--- src/hdl/rcmsc_pkg.sv ---
// Shared types, constants and codes for the RC motor speed controller.
// Used by every module under hdl; depends on nothing else.

package rcmsc_pkg;

    // Request fields as they arrive on the input channel.
    typedef struct packed {
        logic [1:0]  action;
        logic [15:0] pulse_width;
        logic        battery_low;
    } in_item_t;

    // Fields of one result.
    typedef struct packed {
        logic [7:0] motor_duty;
        logic       led_on;
        logic [2:0] mode;
        logic [5:0] signal_score;
    } out_item_t;

    // Configuration registers.
    typedef struct packed {
        logic [15:0] valid_min_width;
        logic [15:0] valid_max_width;
        logic [15:0] clamp_low_width;
        logic [15:0] clamp_high_width;
        logic [5:0]  arm_threshold;
    } cfg_t;

    typedef enum logic [2:0] {
        CFG_VALID_MIN  = 3'd0,
        CFG_VALID_MAX  = 3'd1,
        CFG_CLAMP_LOW  = 3'd2,
        CFG_CLAMP_HIGH = 3'd3,
        CFG_ARM_THRESH = 3'd4
    } cfg_index_t;

    localparam int CFG_INDEX_W = 3;
    localparam int CFG_DATA_W  = 16;

    localparam logic [15:0] VALID_MIN_RST  = 16'd4000;
    localparam logic [15:0] VALID_MAX_RST  = 16'd12000;
    localparam logic [15:0] CLAMP_LOW_RST  = 16'd4600;
    localparam logic [15:0] CLAMP_HIGH_RST = 16'd7660;
    localparam logic [5:0]  ARM_THRESH_RST = 6'd30;

    // Action codes of the input field.
    localparam logic [1:0] ACT_PULSE = 2'd0;
    localparam logic [1:0] ACT_SLOW  = 2'd1;
    localparam logic [1:0] ACT_PWM   = 2'd2;

    // What the front end makes of a request.
    typedef enum logic [2:0] {
        KIND_NONE,
        KIND_PULSE_GOOD,
        KIND_PULSE_BAD,
        KIND_SLOW,
        KIND_PWM
    } kind_t;

    typedef struct packed {
        kind_t      kind;
        logic [7:0] command;
        logic       battery_low;
    } entry_t;

    typedef struct packed {
        logic full;
        logic empty;
    } q_status_t;

    typedef enum logic [2:0] {
        MODE_RESET       = 3'd0,
        MODE_WAIT_SIGNAL = 3'd1,
        MODE_WAIT_STICK  = 3'd2,
        MODE_RUN         = 3'd3,
        MODE_POWER_DOWN  = 3'd4,
        MODE_CHECK_POWER = 3'd5
    } mode_t;

    // Width scaling: x / 12 is (x >> 2) / 3, and y / 3 = (y * 43691) >> 17
    // exactly for any y below 2**17.
    localparam logic [16:0] RECIP_THIRD = 17'd43691;
    localparam int          RECIP_SHIFT = 17;

    localparam logic [5:0]  SCORE_CEIL      = 6'd40;
    localparam logic [5:0]  PG_CEIL         = 6'd30;
    localparam logic [5:0]  PG_START        = 6'd50;
    localparam logic [5:0]  PG_DERATE       = 6'd2;
    localparam logic [5:0]  PG_RECOVER      = 6'd25;
    localparam logic [7:0]  POWER_FULL      = 8'd255;
    localparam logic [7:0]  POWER_FLOOR     = 8'd200;
    localparam logic [7:0]  POWER_STEP      = 8'd5;
    localparam logic [7:0]  CMD_MAX         = 8'd255;
    localparam logic [7:0]  STICK_LOW       = 8'd10;
    localparam logic [7:0]  STICK_RECOVER   = 8'd5;
    localparam logic [7:0]  ARM_DUTY        = 8'd10;
    localparam logic [3:0]  ARM_COUNT_LIMIT = 4'd10;
    localparam logic [2:0]  TICK_RELOAD     = 3'd4;
    localparam logic [11:0] BLINK_SLOW      = 12'd2000;
    localparam logic [11:0] BLINK_STICK     = 12'd200;
    localparam logic [11:0] BLINK_FAST      = 12'd50;
    localparam logic [11:0] BLINK_DERATE    = 12'd400;
    localparam logic [11:0] BLINK_FAULT     = 12'd4000;

    localparam int QUEUE_DEPTH_DEF = 2;

endpackage

--- src/hdl/rcmsc_front.sv ---
// Front end: classifies each request and scales a pulse width to a command.
// Depends on rcmsc_pkg.

module rcmsc_front (
    input  rcmsc_pkg::in_item_t item,
    input  rcmsc_pkg::cfg_t     cfg,
    output rcmsc_pkg::entry_t   entry
);

    logic        good;
    logic [15:0] w_low;
    logic [15:0] w_clamped;
    logic [15:0] diff;
    logic [30:0] prod;
    logic [13:0] quot;

    assign good = (item.pulse_width > cfg.valid_min_width)
               && (item.pulse_width < cfg.valid_max_width);

    assign w_low     = (item.pulse_width < cfg.clamp_low_width) ? cfg.clamp_low_width
                                                                : item.pulse_width;
    assign w_clamped = (w_low > cfg.clamp_high_width) ? cfg.clamp_high_width : w_low;
    // Crossed clamps can leave the width below the lower clamp; that is command zero.
    assign diff      = (w_clamped > cfg.clamp_low_width) ? (w_clamped - cfg.clamp_low_width)
                                                         : 16'd0;
    assign prod      = {17'd0, diff[15:2]} * {14'd0, rcmsc_pkg::RECIP_THIRD};
    assign quot      = prod[rcmsc_pkg::RECIP_SHIFT +: 14];

    always_comb
    begin
        entry.command     = (quot > 14'(rcmsc_pkg::CMD_MAX)) ? rcmsc_pkg::CMD_MAX : quot[7:0];
        entry.battery_low = item.battery_low;
        unique case (item.action)
            rcmsc_pkg::ACT_PULSE:
            begin
                entry.kind = good ? rcmsc_pkg::KIND_PULSE_GOOD : rcmsc_pkg::KIND_PULSE_BAD;
            end
            rcmsc_pkg::ACT_SLOW:
            begin
                entry.kind = rcmsc_pkg::KIND_SLOW;
            end
            rcmsc_pkg::ACT_PWM:
            begin
                entry.kind = rcmsc_pkg::KIND_PWM;
            end
            default:
            begin
                entry.kind = rcmsc_pkg::KIND_NONE;
            end
        endcase
    end

endmodule

--- src/hdl/rcmsc_queue.sv ---
// Short FIFO of classified requests between the front and back ends.
// Depends on rcmsc_pkg.

module rcmsc_queue #(
    parameter int DEPTH = rcmsc_pkg::QUEUE_DEPTH_DEF
) (
    input  logic                   clk,
    input  logic                   rst_n,
    input  logic                   push,
    input  rcmsc_pkg::entry_t      push_entry,
    input  logic                   pop,
    output rcmsc_pkg::entry_t      head,
    output rcmsc_pkg::q_status_t   status
);

    localparam int PTR_W = $clog2(DEPTH);
    localparam int CNT_W = $clog2(DEPTH + 1);

    rcmsc_pkg::entry_t mem [DEPTH];

    logic [PTR_W-1:0] wr_ptr_reg;
    logic [PTR_W-1:0] wr_ptr_next;
    logic [PTR_W-1:0] rd_ptr_reg;
    logic [PTR_W-1:0] rd_ptr_next;
    logic [CNT_W-1:0] count_reg;
    logic [CNT_W-1:0] count_next;

    always_comb
    begin
        wr_ptr_next = wr_ptr_reg;
        rd_ptr_next = rd_ptr_reg;
        if (push)
        begin
            wr_ptr_next = (wr_ptr_reg == PTR_W'(DEPTH - 1)) ? '0 : wr_ptr_reg + 1'b1;
        end
        if (pop)
        begin
            rd_ptr_next = (rd_ptr_reg == PTR_W'(DEPTH - 1)) ? '0 : rd_ptr_reg + 1'b1;
        end
        count_next = count_reg + CNT_W'(push) - CNT_W'(pop);
    end

    always_ff @(posedge clk or negedge rst_n)
    begin
        if (!rst_n)
        begin
            wr_ptr_reg <= '0;
            rd_ptr_reg <= '0;
            count_reg  <= '0;
        end
        else
        begin
            wr_ptr_reg <= wr_ptr_next;
            rd_ptr_reg <= rd_ptr_next;
            count_reg  <= count_next;
        end
    end

    always_ff @(posedge clk)
    begin
        if (push)
        begin
            mem[wr_ptr_reg] <= push_entry;
        end
    end

    assign head         = mem[rd_ptr_reg];
    assign status.full  = (count_reg == CNT_W'(DEPTH));
    assign status.empty = (count_reg == '0);

endmodule

--- src/hdl/rcmsc_back.sv ---
// Back end: holds the controller state, carries out one queued request per
// cycle unless the output stalls, and registers the result. Depends on rcmsc_pkg.

module rcmsc_back (
    input  logic                 clk,
    input  logic                 rst_n,
    input  rcmsc_pkg::cfg_t      cfg,
    input  rcmsc_pkg::entry_t    head,
    input  rcmsc_pkg::q_status_t q_status,
    output logic                 pop,
    output logic                 out_valid,
    input  logic                 out_stall,
    output rcmsc_pkg::out_item_t out_data
);

    rcmsc_pkg::mode_t mode_reg, mode_next, mode_run;
    logic [5:0]  score_reg, score_next;
    logic [7:0]  command_reg, command_next;
    logic [5:0]  pg_reg, pg_next;
    logic [7:0]  max_power_reg, max_power_next;
    logic [3:0]  arm_count_reg, arm_count_next;
    logic [11:0] blink_reg, blink_next;
    logic [2:0]  tick_reg, tick_next;
    logic        led_reg, led_next;
    logic [7:0]  duty_reg, duty_next;
    logic        run;
    logic        out_valid_reg;
    rcmsc_pkg::out_item_t out_data_reg;

    assign pop = !q_status.empty && (!out_valid_reg || !out_stall);

    always_comb
    begin
        mode_next      = mode_reg;
        score_next     = score_reg;
        command_next   = command_reg;
        pg_next        = pg_reg;
        max_power_next = max_power_reg;
        arm_count_next = arm_count_reg;
        blink_next     = blink_reg;
        tick_next      = tick_reg;
        led_next       = led_reg;
        duty_next      = duty_reg;
        run            = 1'b0;

        case (head.kind)
            rcmsc_pkg::KIND_PULSE_GOOD:
            begin
                if (score_reg < rcmsc_pkg::SCORE_CEIL)
                begin
                    score_next = score_reg + 6'd2;
                end
                command_next = head.command;
                run          = 1'b1;
            end
            rcmsc_pkg::KIND_PULSE_BAD:
            begin
                if (score_reg != 6'd0)
                begin
                    score_next = score_reg - 6'd1;
                end
            end
            rcmsc_pkg::KIND_SLOW:
            begin
                if (tick_reg != 3'd0)
                begin
                    tick_next = tick_reg - 3'd1;
                end
                else
                begin
                    tick_next = rcmsc_pkg::TICK_RELOAD;
                    if (score_reg > 6'd1)
                    begin
                        score_next = score_reg - 6'd1;
                    end
                    run = 1'b1;
                end
            end
            rcmsc_pkg::KIND_PWM:
            begin
                if (blink_reg != 12'd0)
                begin
                    blink_next = blink_reg - 12'd1;
                end
                else
                begin
                    unique case (mode_reg)
                        rcmsc_pkg::MODE_WAIT_STICK:
                        begin
                            blink_next = rcmsc_pkg::BLINK_STICK;
                            duty_next  = led_reg ? rcmsc_pkg::ARM_DUTY : 8'd0;
                        end
                        rcmsc_pkg::MODE_WAIT_SIGNAL:
                        begin
                            blink_next = rcmsc_pkg::BLINK_SLOW;
                            duty_next  = led_reg ? rcmsc_pkg::ARM_DUTY : 8'd0;
                        end
                        rcmsc_pkg::MODE_RUN:
                        begin
                            blink_next = rcmsc_pkg::BLINK_FAST;
                        end
                        rcmsc_pkg::MODE_POWER_DOWN:
                        begin
                            blink_next = led_reg ? rcmsc_pkg::BLINK_FAST
                                                 : rcmsc_pkg::BLINK_DERATE;
                        end
                        rcmsc_pkg::MODE_CHECK_POWER:
                        begin
                            blink_next = led_reg ? rcmsc_pkg::BLINK_FAST
                                                 : rcmsc_pkg::BLINK_FAULT;
                        end
                        default:
                        begin
                            blink_next = rcmsc_pkg::BLINK_SLOW;
                        end
                    endcase
                    if (head.battery_low)
                    begin
                        if (pg_reg != 6'd0)
                        begin
                            pg_next = pg_reg - 6'd1;
                        end
                    end
                    else if (pg_reg < rcmsc_pkg::PG_CEIL)
                    begin
                        pg_next = pg_reg + 6'd1;
                    end
                    led_next = !led_reg;
                end
            end
            default:
            begin
            end
        endcase

        // The arming and battery machine sees the values the event has just made.
        mode_run = (score_next == 6'd0) ? rcmsc_pkg::MODE_RESET : mode_reg;
        if (run)
        begin
            mode_next = mode_run;
            unique case (mode_run)
                rcmsc_pkg::MODE_RESET:
                begin
                    pg_next        = rcmsc_pkg::PG_START;
                    max_power_next = rcmsc_pkg::POWER_FULL;
                    arm_count_next = 4'd0;
                    score_next     = 6'd1;
                    mode_next      = (cfg.arm_threshold == 6'd0) ? rcmsc_pkg::MODE_WAIT_STICK
                                                                 : rcmsc_pkg::MODE_WAIT_SIGNAL;
                end
                rcmsc_pkg::MODE_WAIT_SIGNAL:
                begin
                    if (score_next > cfg.arm_threshold)
                    begin
                        mode_next = rcmsc_pkg::MODE_WAIT_STICK;
                    end
                end
                rcmsc_pkg::MODE_WAIT_STICK:
                begin
                    if (arm_count_reg != 4'd0)
                    begin
                        arm_count_next = arm_count_reg - 4'd1;
                    end
                    if (command_next < rcmsc_pkg::STICK_LOW)
                    begin
                        if (arm_count_next < rcmsc_pkg::ARM_COUNT_LIMIT)
                        begin
                            arm_count_next = arm_count_next + 4'd2;
                        end
                        else
                        begin
                            mode_next = rcmsc_pkg::MODE_RUN;
                        end
                    end
                end
                rcmsc_pkg::MODE_RUN:
                begin
                    if (pg_next == 6'd0)
                    begin
                        pg_next        = rcmsc_pkg::PG_CEIL;
                        max_power_next = rcmsc_pkg::POWER_FULL;
                        mode_next      = rcmsc_pkg::MODE_POWER_DOWN;
                    end
                    duty_next = command_next;
                end
                rcmsc_pkg::MODE_POWER_DOWN:
                begin
                    if (pg_next == 6'd0)
                    begin
                        max_power_next = max_power_reg - rcmsc_pkg::POWER_STEP;
                        pg_next        = rcmsc_pkg::PG_DERATE;
                        if (max_power_next < rcmsc_pkg::POWER_FLOOR)
                        begin
                            max_power_next = 8'd0;
                            mode_next      = rcmsc_pkg::MODE_CHECK_POWER;
                        end
                    end
                    duty_next = (command_next > max_power_next) ? max_power_next
                                                                : command_next;
                end
                rcmsc_pkg::MODE_CHECK_POWER:
                begin
                    if ((pg_next == rcmsc_pkg::PG_RECOVER)
                        && (command_next < rcmsc_pkg::STICK_RECOVER))
                    begin
                        mode_next = rcmsc_pkg::MODE_RUN;
                    end
                    duty_next = 8'd0;
                end
                default:
                begin
                end
            endcase
        end
    end

    always_ff @(posedge clk or negedge rst_n)
    begin
        if (!rst_n)
        begin
            mode_reg      <= rcmsc_pkg::MODE_RESET;
            score_reg     <= '0;
            command_reg   <= '0;
            pg_reg        <= '0;
            max_power_reg <= '0;
            arm_count_reg <= '0;
            blink_reg     <= '0;
            tick_reg      <= '0;
            led_reg       <= 1'b0;
            duty_reg      <= '0;
            out_valid_reg <= 1'b0;
        end
        else
        begin
            if (pop)
            begin
                mode_reg      <= mode_next;
                score_reg     <= score_next;
                command_reg   <= command_next;
                pg_reg        <= pg_next;
                max_power_reg <= max_power_next;
                arm_count_reg <= arm_count_next;
                blink_reg     <= blink_next;
                tick_reg      <= tick_next;
                led_reg       <= led_next;
                duty_reg      <= duty_next;
                out_valid_reg <= 1'b1;
            end
            else if (!out_stall)
            begin
                out_valid_reg <= 1'b0;
            end
        end
    end

    always_ff @(posedge clk)
    begin
        if (pop)
        begin
            out_data_reg.motor_duty   <= duty_next;
            out_data_reg.led_on       <= led_next;
            out_data_reg.mode         <= 3'(mode_next);
            out_data_reg.signal_score <= score_next;
        end
    end

    assign out_valid = out_valid_reg;
    assign out_data  = out_data_reg;

endmodule

--- src/hdl/rc_motor_speed_controller.sv ---
// Top level of the RC motor speed controller: configuration registers, front
// end, request queue and back end. Depends on rcmsc_pkg and the rcmsc_* modules.
//
// Usage. Each request on in_data is a pulse measurement, a slow period tick or
// a PWM period tick; it is taken at a clock edge where in_valid is high and
// in_stall is low. Every request yields exactly one result on out_data, which
// the receiver takes at an edge where out_valid is high and out_stall is low.
// A taken request is queued and its result registered when the back end pops
// it; one request per cycle is sustained while out_stall is low, set by the
// single state update in the back end. The QUEUE_DEPTH-entry queue lets the
// front keep taking requests while a result waits at a stalled output; in_stall
// rises only when the queue is full, and a stalled result holds its value.
// Registers are written on the cfg channel (cfg_ready is always high) by index:
// 0 valid min width, 1 valid max width, 2 lower clamp, 3 upper clamp, 4 arming
// threshold; other indexes are ignored. Write them only while no request is
// outstanding. Reset restores the register defaults and puts the controller in
// the resetting mode with all counters, the LED and the duty at zero.

module rc_motor_speed_controller #(
    parameter int QUEUE_DEPTH = rcmsc_pkg::QUEUE_DEPTH_DEF
) (
    input  logic                                 clk,
    input  logic                                 rst_n,
    input  logic                                 in_valid,
    output logic                                 in_stall,
    input  rcmsc_pkg::in_item_t                  in_data,
    output logic                                 out_valid,
    input  logic                                 out_stall,
    output rcmsc_pkg::out_item_t                 out_data,
    input  logic                                 cfg_valid,
    output logic                                 cfg_ready,
    input  logic [rcmsc_pkg::CFG_INDEX_W-1:0]    cfg_index,
    input  logic [rcmsc_pkg::CFG_DATA_W-1:0]     cfg_data
);

    rcmsc_pkg::cfg_t      cfg_reg;
    rcmsc_pkg::entry_t    front_entry;
    rcmsc_pkg::entry_t    head;
    rcmsc_pkg::q_status_t q_status;
    logic                 push;
    logic                 pop;

    assign cfg_ready = 1'b1;

    always_ff @(posedge clk or negedge rst_n)
    begin
        if (!rst_n)
        begin
            cfg_reg.valid_min_width  <= rcmsc_pkg::VALID_MIN_RST;
            cfg_reg.valid_max_width  <= rcmsc_pkg::VALID_MAX_RST;
            cfg_reg.clamp_low_width  <= rcmsc_pkg::CLAMP_LOW_RST;
            cfg_reg.clamp_high_width <= rcmsc_pkg::CLAMP_HIGH_RST;
            cfg_reg.arm_threshold    <= rcmsc_pkg::ARM_THRESH_RST;
        end
        else if (cfg_valid && cfg_ready)
        begin
            unique case (cfg_index)
                rcmsc_pkg::CFG_VALID_MIN:  cfg_reg.valid_min_width  <= cfg_data;
                rcmsc_pkg::CFG_VALID_MAX:  cfg_reg.valid_max_width  <= cfg_data;
                rcmsc_pkg::CFG_CLAMP_LOW:  cfg_reg.clamp_low_width  <= cfg_data;
                rcmsc_pkg::CFG_CLAMP_HIGH: cfg_reg.clamp_high_width <= cfg_data;
                rcmsc_pkg::CFG_ARM_THRESH: cfg_reg.arm_threshold    <= cfg_data[5:0];
                default:
                begin
                end
            endcase
        end
    end

    assign in_stall = q_status.full;
    assign push     = in_valid && !in_stall;

    rcmsc_front u_front (
        .item  (in_data),
        .cfg   (cfg_reg),
        .entry (front_entry)
    );

    rcmsc_queue #(
        .DEPTH (QUEUE_DEPTH)
    ) u_queue (
        .clk        (clk),
        .rst_n      (rst_n),
        .push       (push),
        .push_entry (front_entry),
        .pop        (pop),
        .head       (head),
        .status     (q_status)
    );

    rcmsc_back u_back (
        .clk       (clk),
        .rst_n     (rst_n),
        .cfg       (cfg_reg),
        .head      (head),
        .q_status  (q_status),
        .pop       (pop),
        .out_valid (out_valid),
        .out_stall (out_stall),
        .out_data  (out_data)
    );

    // The score can overshoot its ceiling by one step of two, never more.
    assert property (@(posedge clk) disable iff (!rst_n)
        out_valid |-> (out_data.signal_score <= (rcmsc_pkg::SCORE_CEIL + 6'd1)))
    else $error("signal score above its ceiling");

    // The motor is held off while the supply is being checked.
    assert property (@(posedge clk) disable iff (!rst_n)
        (out_valid && (out_data.mode == 3'(rcmsc_pkg::MODE_CHECK_POWER)))
        |-> (out_data.motor_duty == 8'd0))
    else $error("motor driven during power check");

    // A fresh result can only come from a request that was waiting in the queue.
    assert property (@(posedge clk) disable iff (!rst_n)
        $rose(out_valid) |-> $past(!q_status.empty))
    else $error("result produced with the queue empty");

endmodule
--- config.mk ---
export PLATFORM = sky130hd
export DESIGN_NAME = rc_motor_speed_controller
export DESIGN_NICKNAME = d
export VERILOG_FILES = /design/src/hdl/rcmsc_pkg.sv /design/src/hdl/rcmsc_front.sv /design/src/hdl/rcmsc_queue.sv /design/src/hdl/rcmsc_back.sv /design/src/hdl/rc_motor_speed_controller.sv
export SDC_FILE = /design/constraint.sdc
export NUM_CORES = 1
export LEC_CHECK = 0
export BUFFER_PORTS_ARGS = -buffer_cell sky130_fd_sc_hd__buf_2
export CAP_MARGIN = 25
export CELL_PAD_IN_SITES_DETAIL_PLACEMENT = 1
export CELL_PAD_IN_SITES_GLOBAL_PLACEMENT = 1
export CORE_MARGIN = 2
export CORE_UTILIZATION = 29
export DETAILED_ROUTE_END_ITERATION = 7
export HOLD_SLACK_MARGIN = 0.1
export PLACE_DENSITY = 0.54
export SLEW_MARGIN = 10
export SYNTH_ARGS = -nofsm -noshare
export SYNTH_HDL_FRONTEND = slang
export SYNTH_SLANG_ARGS = --single-unit
export TNS_END_PERCENT = 1
--- constraint.sdc ---
create_clock -name clk -period 14.15 [get_ports clk]
set_input_delay 1.415 -clock clk [delete_from_list [all_inputs] [get_ports clk]]
set_output_delay 1.415 -clock clk [all_outputs]
set_load 0.05 [all_outputs]
==> results.toml, run 1 <==
[critical_path]
reg2reg_from = "cfg_reg[31]$_DFFE_PN0P_"
crit_path_max_incr_delay_ns = 0.63
arrival_ns = 13.54
cp.required_ns = 14.29
worst-path-max-fanout = 10
crit_slowest_cell = "o41ai_4"
end_kind = "flip-flop"
r2r_end = "u_queue.mem[1][8]$_DFFE_PP_"
crit_top_cell = "o21a_1"
r2r_cells = 51
criticalPathCategory = "primary input to flip-flop"
startpoint_type = "primary input"
reg2reg_slack_ns = 1.38

[clock_tree]
root_buffer = "clkbuf_16"
clk_latency_ns = 0.46
cts_tree = "done"
cts_buffers = 17
cts_hold_buf = 0
clock_sinks = 176
post_cts_buffers = 0
path_clk_slew_ns = 0.08
h-tree-depth = 4
clk_path_buf_depth = 2

[yosys]
syn_area_per_cell_sq_um = 9.160
synth_nets = 2038
ys_types = 107
syn-instance-count = 1739
ys_warn_count = 0
async_reset_ff_frac = 0.7614
synth_edf_count = 42
synth_seq_cells = 176
synth_flop_cell = "dfrtp_1"
yosysTopAreaCell = "ha_1"
netlist.area_leader.share = 0.1595
yosysSeqAreaShare = 0.2923
netlist_area_sq_um = 15930
synthTopCellsByArea = "ha_1 (16%), dfrtp_1 (16%), edfxtp_1 (7.9%)"

[detailed_routing]
totalWireLength_um = 48170
viasPerCell = 5.252
avgRoutedWirePerCell_um = 19.31
drt_iter0_drc = 654
drt_pass1_iterations = 4
num_vias = 13100
drtAntennaViolNets = 0
drc_errors = 0

[worst_hold_path]
min_to = "u_back.command_reg[2]$_DFFE_PN0P_"
hold_depth = 2
min_from = "u_back.command_reg[2]$_DFFE_PN0P_"
hp-class = "flip-flop to flip-flop"

[placement]
place.gp.congestion = 0.8528
io_buffers = 62
dpl.hpwl_um = 37720
place_area_sq_um = 17040

[final_layout]
final_cell_mix = "inv_1 (206), ha_1 (203), nand2_1 (142), o21ai_0 (127), dfrtp_1 (101)"
final_area_sq_um = 17640
nFillCells = 6285
layout_commonest_cell = "inv_1"
largest_reg_flops = 70
layout-drive-gt1-share = 0.1379
final_net_count = 2085
antennaDiodeCount = 0
syn_to_final_growth_pct = 10.73

[floorplan]
fp.dieW_um = 238.4
num_io_pins = 64
initial_utilization = 0.2948
die-height_um = 238.4
coreArea_sq_um = 54030
rows = 85
die_area_sq_um = 56820

[timing]
final_hold_viol_count = 0
post-route-min-period_ns = 13.40
whs_ns = 0.4916
setup-violations-final = 0
max_clock_freq_ghz = 0.07462
relSlewSlack = 0.3199
worstMarginPinSlew_ns = 1.016
period_share = 0.9471
report.final.slew_viol_count = 0
fin_skew_ns = 0.02265

[global_routing]
antenna_found_initial = 0
gr-usage-all-layers = 0.1738
grt_max_degree = 74
globalRoute.totalOverflow = 0
grt_pass1_vias = 13720
grt_pass1_wl_um = 77760

[job]
cap_violations = 0

[status]
status = "complete, no violations"
[what timing repair did]
item / CTS / global route
endpoints found under the setup margin: 0 / 16
endpoints found under the hold margin: 0 / 0
resized for setup: 0 / 5
[area by class of cell]
| class | count | area [sq um] | share of cell area |
|---|---|---|---|
| inverters | 206 | 773.2 | 0.04384 |
| clock buffers | 20 | 436.7 | 0.02476 |
| flip-flops and latches | 176 | 4656 | 0.2640 |
| well taps | 696 | 870.8 | 0.04937 |
| clock inverters | 12 | 86.33 | 0.004895 |
| multi-input cells | 1293 | 10250 | 0.5814 |
| repair buffers | 92 | 560.5 | 0.03178 |
[cell usage after synthesis, types with 9 or more instances]
library cell    n
inv_1         206
edfxtp_1       42
o211ai_1       18
dfstp_2        33
o21a_1         18
a211oi_1       10
o31ai_1        15
a31oi_1        16
mux2_2         47
ha_1          203
nor2b_1        11
xor2_1         12
xnor2_1        22
nand3_1        44
nand2b_1       11
nand2_1       142
o21ai_0       127
clkbuf_1       47
a22oi_1        18
nand4_1        43
nor3_1         52
and3_1         10
or3_1          17
and2_1         11
mux2i_1        17
a21oi_1        76
nor2_1         77
nor3b_1        11
o22ai_1         9
dfrtp_1       101
a21o_1         60
fa_1           53
[logic make-up (layout without fill, tap and decap cells)]
group                      count (synthesis)  after routing  synth area share
and+or+nand+nor                          479            479            0.1567
AOI/OAI and AO/OA                        456            456            0.1921
buffers and inverters                    270            330           0.06684
adders and majority gates                256            256            0.2261
DFF                                      176            176            0.2923
muxes                                     67             67           0.04713
xor gates and xnor gates                  34             34           0.01869
other                                      1              1         0.0002354
[per-layer routing]
metal	GRT usage	vias up	wire length, um
met5	0	-	0
met2	0.2835	160	22060
met3	0.01666	43	931
met1	0.2448	6554	24310
li1	-	6347	-
met4	0.04792	0	875
[how the worst max path moves through the flow]
stage	startpoint	to	slack [ns]	cells past startpoint
2_1_floorplan	in_data[10]	u_queue.mem[0][1]$_DFFE_PP_	0.85	50
3_3_place_gp	in_data[10]	u_queue.mem[0][4]$_DFFE_PP_	0.23	51
3_5_place_dp	in_data[10]	u_queue.mem[1][8]$_DFFE_PP_	0.04	49
4_1_cts	in_data[2]	u_queue.mem[1][8]$_DFFE_PP_	0.48	47
5_1_grt	in_data[10]	u_queue.mem[1][8]$_DFFE_PP_	-0.008	51
6_report	in_data[10]	u_queue.mem[1][8]$_DFFE_PP_	0.75	51
[worst max-delay path: cells and delay by family]
kind                     cells  cell delay [ns]
buffers and inverters        7             0.75
AO/OA/AOI/OAI               26             5.65
adder cells (fa/ha/maj)     10             3.91
AND/OR/NAND/NOR              7             1.42
multiplexers                 1             0.35
[per-stage QoR]
stage	instances	util	TNS, ns	setup slack [ns]
2_1_floorplan	1739	-	0	0.8481
3_3_place_gp	2458	0.3152	0	0.2344
3_5_place_dp	2459	0.3154	0	0.04471
4_1_cts	2491	0.3251	0	0.4825
5_1_grt	2495	0.3265	-0.01580	-0.008100
6_report	2495	0.3265	0	0.7488
Power of run 1 is not shown: default switching activity piles up to over one toggle a cycle in this logic, so the estimate is an artifact.
==> run 2, diff against run 1 <==
- REMOVE_ABC_BUFFERS: default -> 1
==> results.toml, run 2 (same netlist as run 1, synthesis figures left out) <==
[status]
status = "complete, no violations"

[worst_hold_path]
hp-class = "flip-flop to flip-flop"
hold_depth = 2

[job]
cap_violations = 0

[global_routing]
globalRoute.totalOverflow = 0
grt_pass1_vias = 13630
antenna_found_initial = 1
grt_max_degree = 70
gr-usage-all-layers = 0.1674
grt_pass1_wl_um = 75180

[timing]
fin_skew_ns = 0.01048
max_clock_freq_ghz = 0.07468
period_share = 0.9463
relSlewSlack = 0.3710
post-route-min-period_ns = 13.39
whs_ns = 0.4796
setup_tns_ns = 0
worstMarginPinSlew_ns = 0.9435
report.final.slew_viol_count = 0
rsz0062_at_grt = "false"
final_hold_viol_count = 0
setup-violations-final = 0

[critical_path]
crit_top_cell = "a21o_1"
arrival_ns = 13.56
worst-path-max-fanout = 17
cp.required_ns = 14.32
crit_path_max_incr_delay_ns = 0.75
end_kind = "flip-flop"
criticalPathCategory = "primary input to flip-flop"
startpoint_type = "primary input"
r2r_cells = 48
crit_slowest_cell = "o41ai_2"

[clock_tree]
ctsResizeCount = 0
path_clk_slew_ns = 0.07
h-tree-depth = 4
clk_latency_ns = 0.49
cts_tree = "done"
post_cts_buffers = 0
cts_buffers = 17
clock_sinks = 176
cts_hold_buf = 0
clk_path_buf_depth = 2
root_buffer = "clkbuf_16"

[final_layout]
nFillCells = 6260
largest_reg_flops = 70
antennaDiodeCount = 0
syn_to_final_growth_pct = 11.17
layout_commonest_cell = "inv_1"
final_net_count = 2085
layout-drive-gt1-share = 0.1379
final_cell_mix = "inv_1 (206), ha_1 (203), nand2_1 (142), o21ai_0 (127), dfrtp_1 (101)"

[floorplan]
rows = 85
fp.dieW_um = 238.4
die_area_sq_um = 56820
initial_utilization = 0.2948
die-height_um = 238.4
coreArea_sq_um = 54030
num_io_pins = 64

[detailed_routing]
totalWireLength_um = 45440
num_vias = 12820
drt_pass1_iterations = 5
drtAntennaViolNets = 0
drt_iter0_drc = 598
viasPerCell = 5.138
drc_errors = 0
avgRoutedWirePerCell_um = 18.21

[placement]
io_buffers = 62
place.gp.congestion = 0.8133
dpl.hpwl_um = 36040
[run 2: layout make-up]
cell class	instances	area (sq um)	share of cell area
multi-input combinational	1293	10240	0.5780
sequential	176	4656	0.2629
tap	696	870.8	0.04918
inverter	206	773.2	0.04367
timing repair buffer	92	593.1	0.03349
clock buffer	18	429.2	0.02424
clock inverter	14	150.1	0.008479
[run 2: stage by stage]
stage | cell area, sq um | worst slack, ns | utilization | instances
4_1_cts | 17630 | 0.6471 | 0.3263 | 2491
3_3_place_gp | 17030 | 0.4652 | 0.3152 | 2457
6_report | 17710 | 0.7595 | 0.3278 | 2495
5_1_grt | 17710 | 0.07856 | 0.3278 | 2495
3_5_place_dp | 17050 | 0.1650 | 0.3156 | 2459
2_1_floorplan | 15640 | 0.6268 | - | 1675
[run 2: worst paths after layout]
check,slack [ns],start,to
worst max-delay path,0.76,in_data[10],u_queue.mem[1][7]$_DFFE_PP_
worst min-delay path,0.48,u_back.command_reg[3]$_DFFE_PN0P_,u_back.command_reg[3]$_DFFE_PN0P_
worst max register to register,1.32,cfg_reg[31]$_DFFE_PN0P_,u_queue.mem[1][7]$_DFFE_PP_
worst min register to register,0.48,u_back.command_reg[3]$_DFFE_PN0P_,u_back.command_reg[3]$_DFFE_PN0P_
max in group asynchronous,12.13,rst_n,u_back.duty_reg[7]$_DFFE_PN0P_
min in group asynchronous,0.93,rst_n,u_back.blink_reg[0]$_DFFE_PN0P_
[run 2: layer usage]
metal / wire [um] / share of wire / global-route usage
met4: 866 / 0.019 / 0.04943
met5: 0 / 0 / 0
met3: 855 / 0.019 / 0.02360
met1: 21930 / 0.48 / 0.2203
met2: 21780 / 0.48 / 0.2850
[run 2: worst max-delay path, delay by kind of cell]
kind / cells / cell delay, ns
simple gates: 10 / 2.29
compound gates: 20 / 4.79
buf+inv: 7 / 1.03
mux: 1 / 0.33
fa+ha+maj: 9 / 3.44
xor+xnor: 1 / 0.25
Power of run 2 is left out for the same reason.
==> run 3, diff against run 2 <==
- PLACE_DENSITY: 0.54 -> 0.56
- clock period: 14.15 -> 11.25 ns (I/O delays scaled with it)
==> results.toml, run 3 (same netlist as run 1, synthesis figures left out) <==
[detailed_routing]
drt_iter0_drc = 812
totalWireLength_um = 49800
drt_pass1_iterations = 7
viasPerCell = 5.139
drtAntennaViolNets = 0
num_vias = 14050
drc_errors = 0
avgRoutedWirePerCell_um = 18.21

[placement]
dpl.hpwl_um = 38960
io_buffers = 62
place.gp.congestion = 0.8360

[floorplan]
die_area_sq_um = 56820
rows = 85
initial_utilization = 0.2948
fp.dieW_um = 238.4
die-height_um = 238.4
num_io_pins = 64
coreArea_sq_um = 54030

[critical_path]
reg2reg_from = "cfg_reg[30]$_DFFE_PN1P_"
cp.required_ns = 11.46
crit_slowest_cell = "or4_1"
r2r_cells = 54
crit_top_cell = "buf_4"
criticalPathCategory = "primary input to flip-flop"
reg2reg_slack_ns = 0.10
arrival_ns = 11.55
startpoint_type = "primary input"
crit_path_max_incr_delay_ns = 0.55
r2r_end = "u_queue.mem[1][5]$_DFFE_PP_"
worst-path-max-fanout = 8
end_kind = "flip-flop"

[final_layout]
final_util = 0.3715
syn_to_final_growth_pct = 26.02
layout_commonest_cell = "buf_4"
layout-drive-gt1-share = 0.2807
largest_reg_flops = 70
final_net_count = 2324
antennaDiodeCount = 0
final_cell_mix = "buf_4 (256), inv_1 (200), ha_1 (186), nand2_1 (141), o21ai_0 (120)"

[timing]
relSlewSlack = 0.4131
setup_ws_ns = -0.09392
fin_skew_ns = 0.01469
report.final.slew_viol_count = 0
post-route-min-period_ns = 11.34
final_hold_viol_count = 0
max_clock_freq_ghz = 0.08815
worstMarginPinSlew_ns = 0.8771
rsz0062_at_grt = "true"
setup-violations-final = 16
period_share = 1.008
whs_ns = 0.4902

[clock_tree]
clk_path_buf_depth = 2
cts_buffers = 17
h-tree-depth = 4
root_buffer = "clkbuf_16"
cts_tree = "done"
cts_hold_buf = 0
clock_sinks = 176
path_clk_slew_ns = 0.07
clk_latency_ns = 0.50

[worst_hold_path]
min_to = "u_back.command_reg[2]$_DFFE_PN0P_"
min_from = "u_back.command_reg[2]$_DFFE_PN0P_"
hold_depth = 2
hp-class = "flip-flop to flip-flop"

[global_routing]
globalRoute.totalOverflow = 0
antenna_found_initial = 2
grt_pass1_wl_um = 81210
grt_max_degree = 72
grt_pass1_vias = 15210
gr-usage-all-layers = 0.1799

[job]
cap_violations = 0

[status]
failed_checks = "setup timing"
status = "finished, violations left"
==> run 3: worst max-delay path by stage <==
| stage | cells after the start | endpoint | from |
|---|---|---|---|
| floorplan | 48 | u_queue.mem[0][1]$_DFFE_PP_ | in_data[10] |
| global placement | 52 | u_queue.mem[0][1]$_DFFE_PP_ | in_data[10] |
| detailed placement | 50 | u_queue.mem[0][5]$_DFFE_PP_ | in_data[10] |
| CTS | 51 | u_queue.mem[1][5]$_DFFE_PP_ | in_data[10] |
| global route | 55 | u_queue.mem[1][5]$_DFFE_PP_ | in_data[10] |
| finish | 54 | u_queue.mem[1][5]$_DFFE_PP_ | in_data[10] |
==> run 3: area by class of cell <==
cell class,count,area (sq um)
Clock buffer,18,439.2
Clock inverter,14,131.4
Fill cell,6279,33950
Inverter,206,773.2
Multi-Input combinational cell,1293,10780
Sequential cell,176,4656
Tap cell,696,870.8
Timing Repair Buffer,331,2421
==> run 3: repair_timing <==
action | 4_1_cts | 5_1_grt
endpoints found under the setup margin | 16 | 16
pin swaps | 50 | 49
buffers inserted | 25 | 8
gates resized for setup | 79 | 39
cloned | 0 | 1
==> run 3: through the flow <==
| stage | TNS, ns | instance area, sq um | worst slack [ns] | instances |
|---|---|---|---|---|
| global route | -8.807 | 20070 | -0.5748 | 2734 |
| floorplan | -31.72 | 15640 | -1.983 | 1675 |
| detailed placement | -26.04 | 18580 | -1.647 | 2664 |
| CTS | 0 | 19730 | 0.02290 | 2721 |
| global placement | -20.53 | 18570 | -1.293 | 2663 |
| finish | -1.204 | 20070 | -0.09392 | 2734 |
==> run 3: worst max-delay path, delay by kind of cell <==
| kind | cells | cell delay, ns |
|---|---|---|
| and+or+nand+nor | 10 | 2.45 |
| AOI/OAI and AO/OA | 13 | 2.17 |
| adders and majority gates | 8 | 2.69 |
| buffers and inverters | 22 | 2.85 |
| muxes | 1 | 0.26 |
==> run 3: routing by layer <==
metal / vias to the layer above / GRT usage / wire length [um]
li1: 6817 / - / -
met3: 60 / 0.02487 / 1061
met4: 0 / 0.05739 / 1149
met2: 149 / 0.3126 / 24660
met1: 7024 / 0.2300 / 22930
met5: - / 0 / 0
Power of run 3 is left out for the same reason.
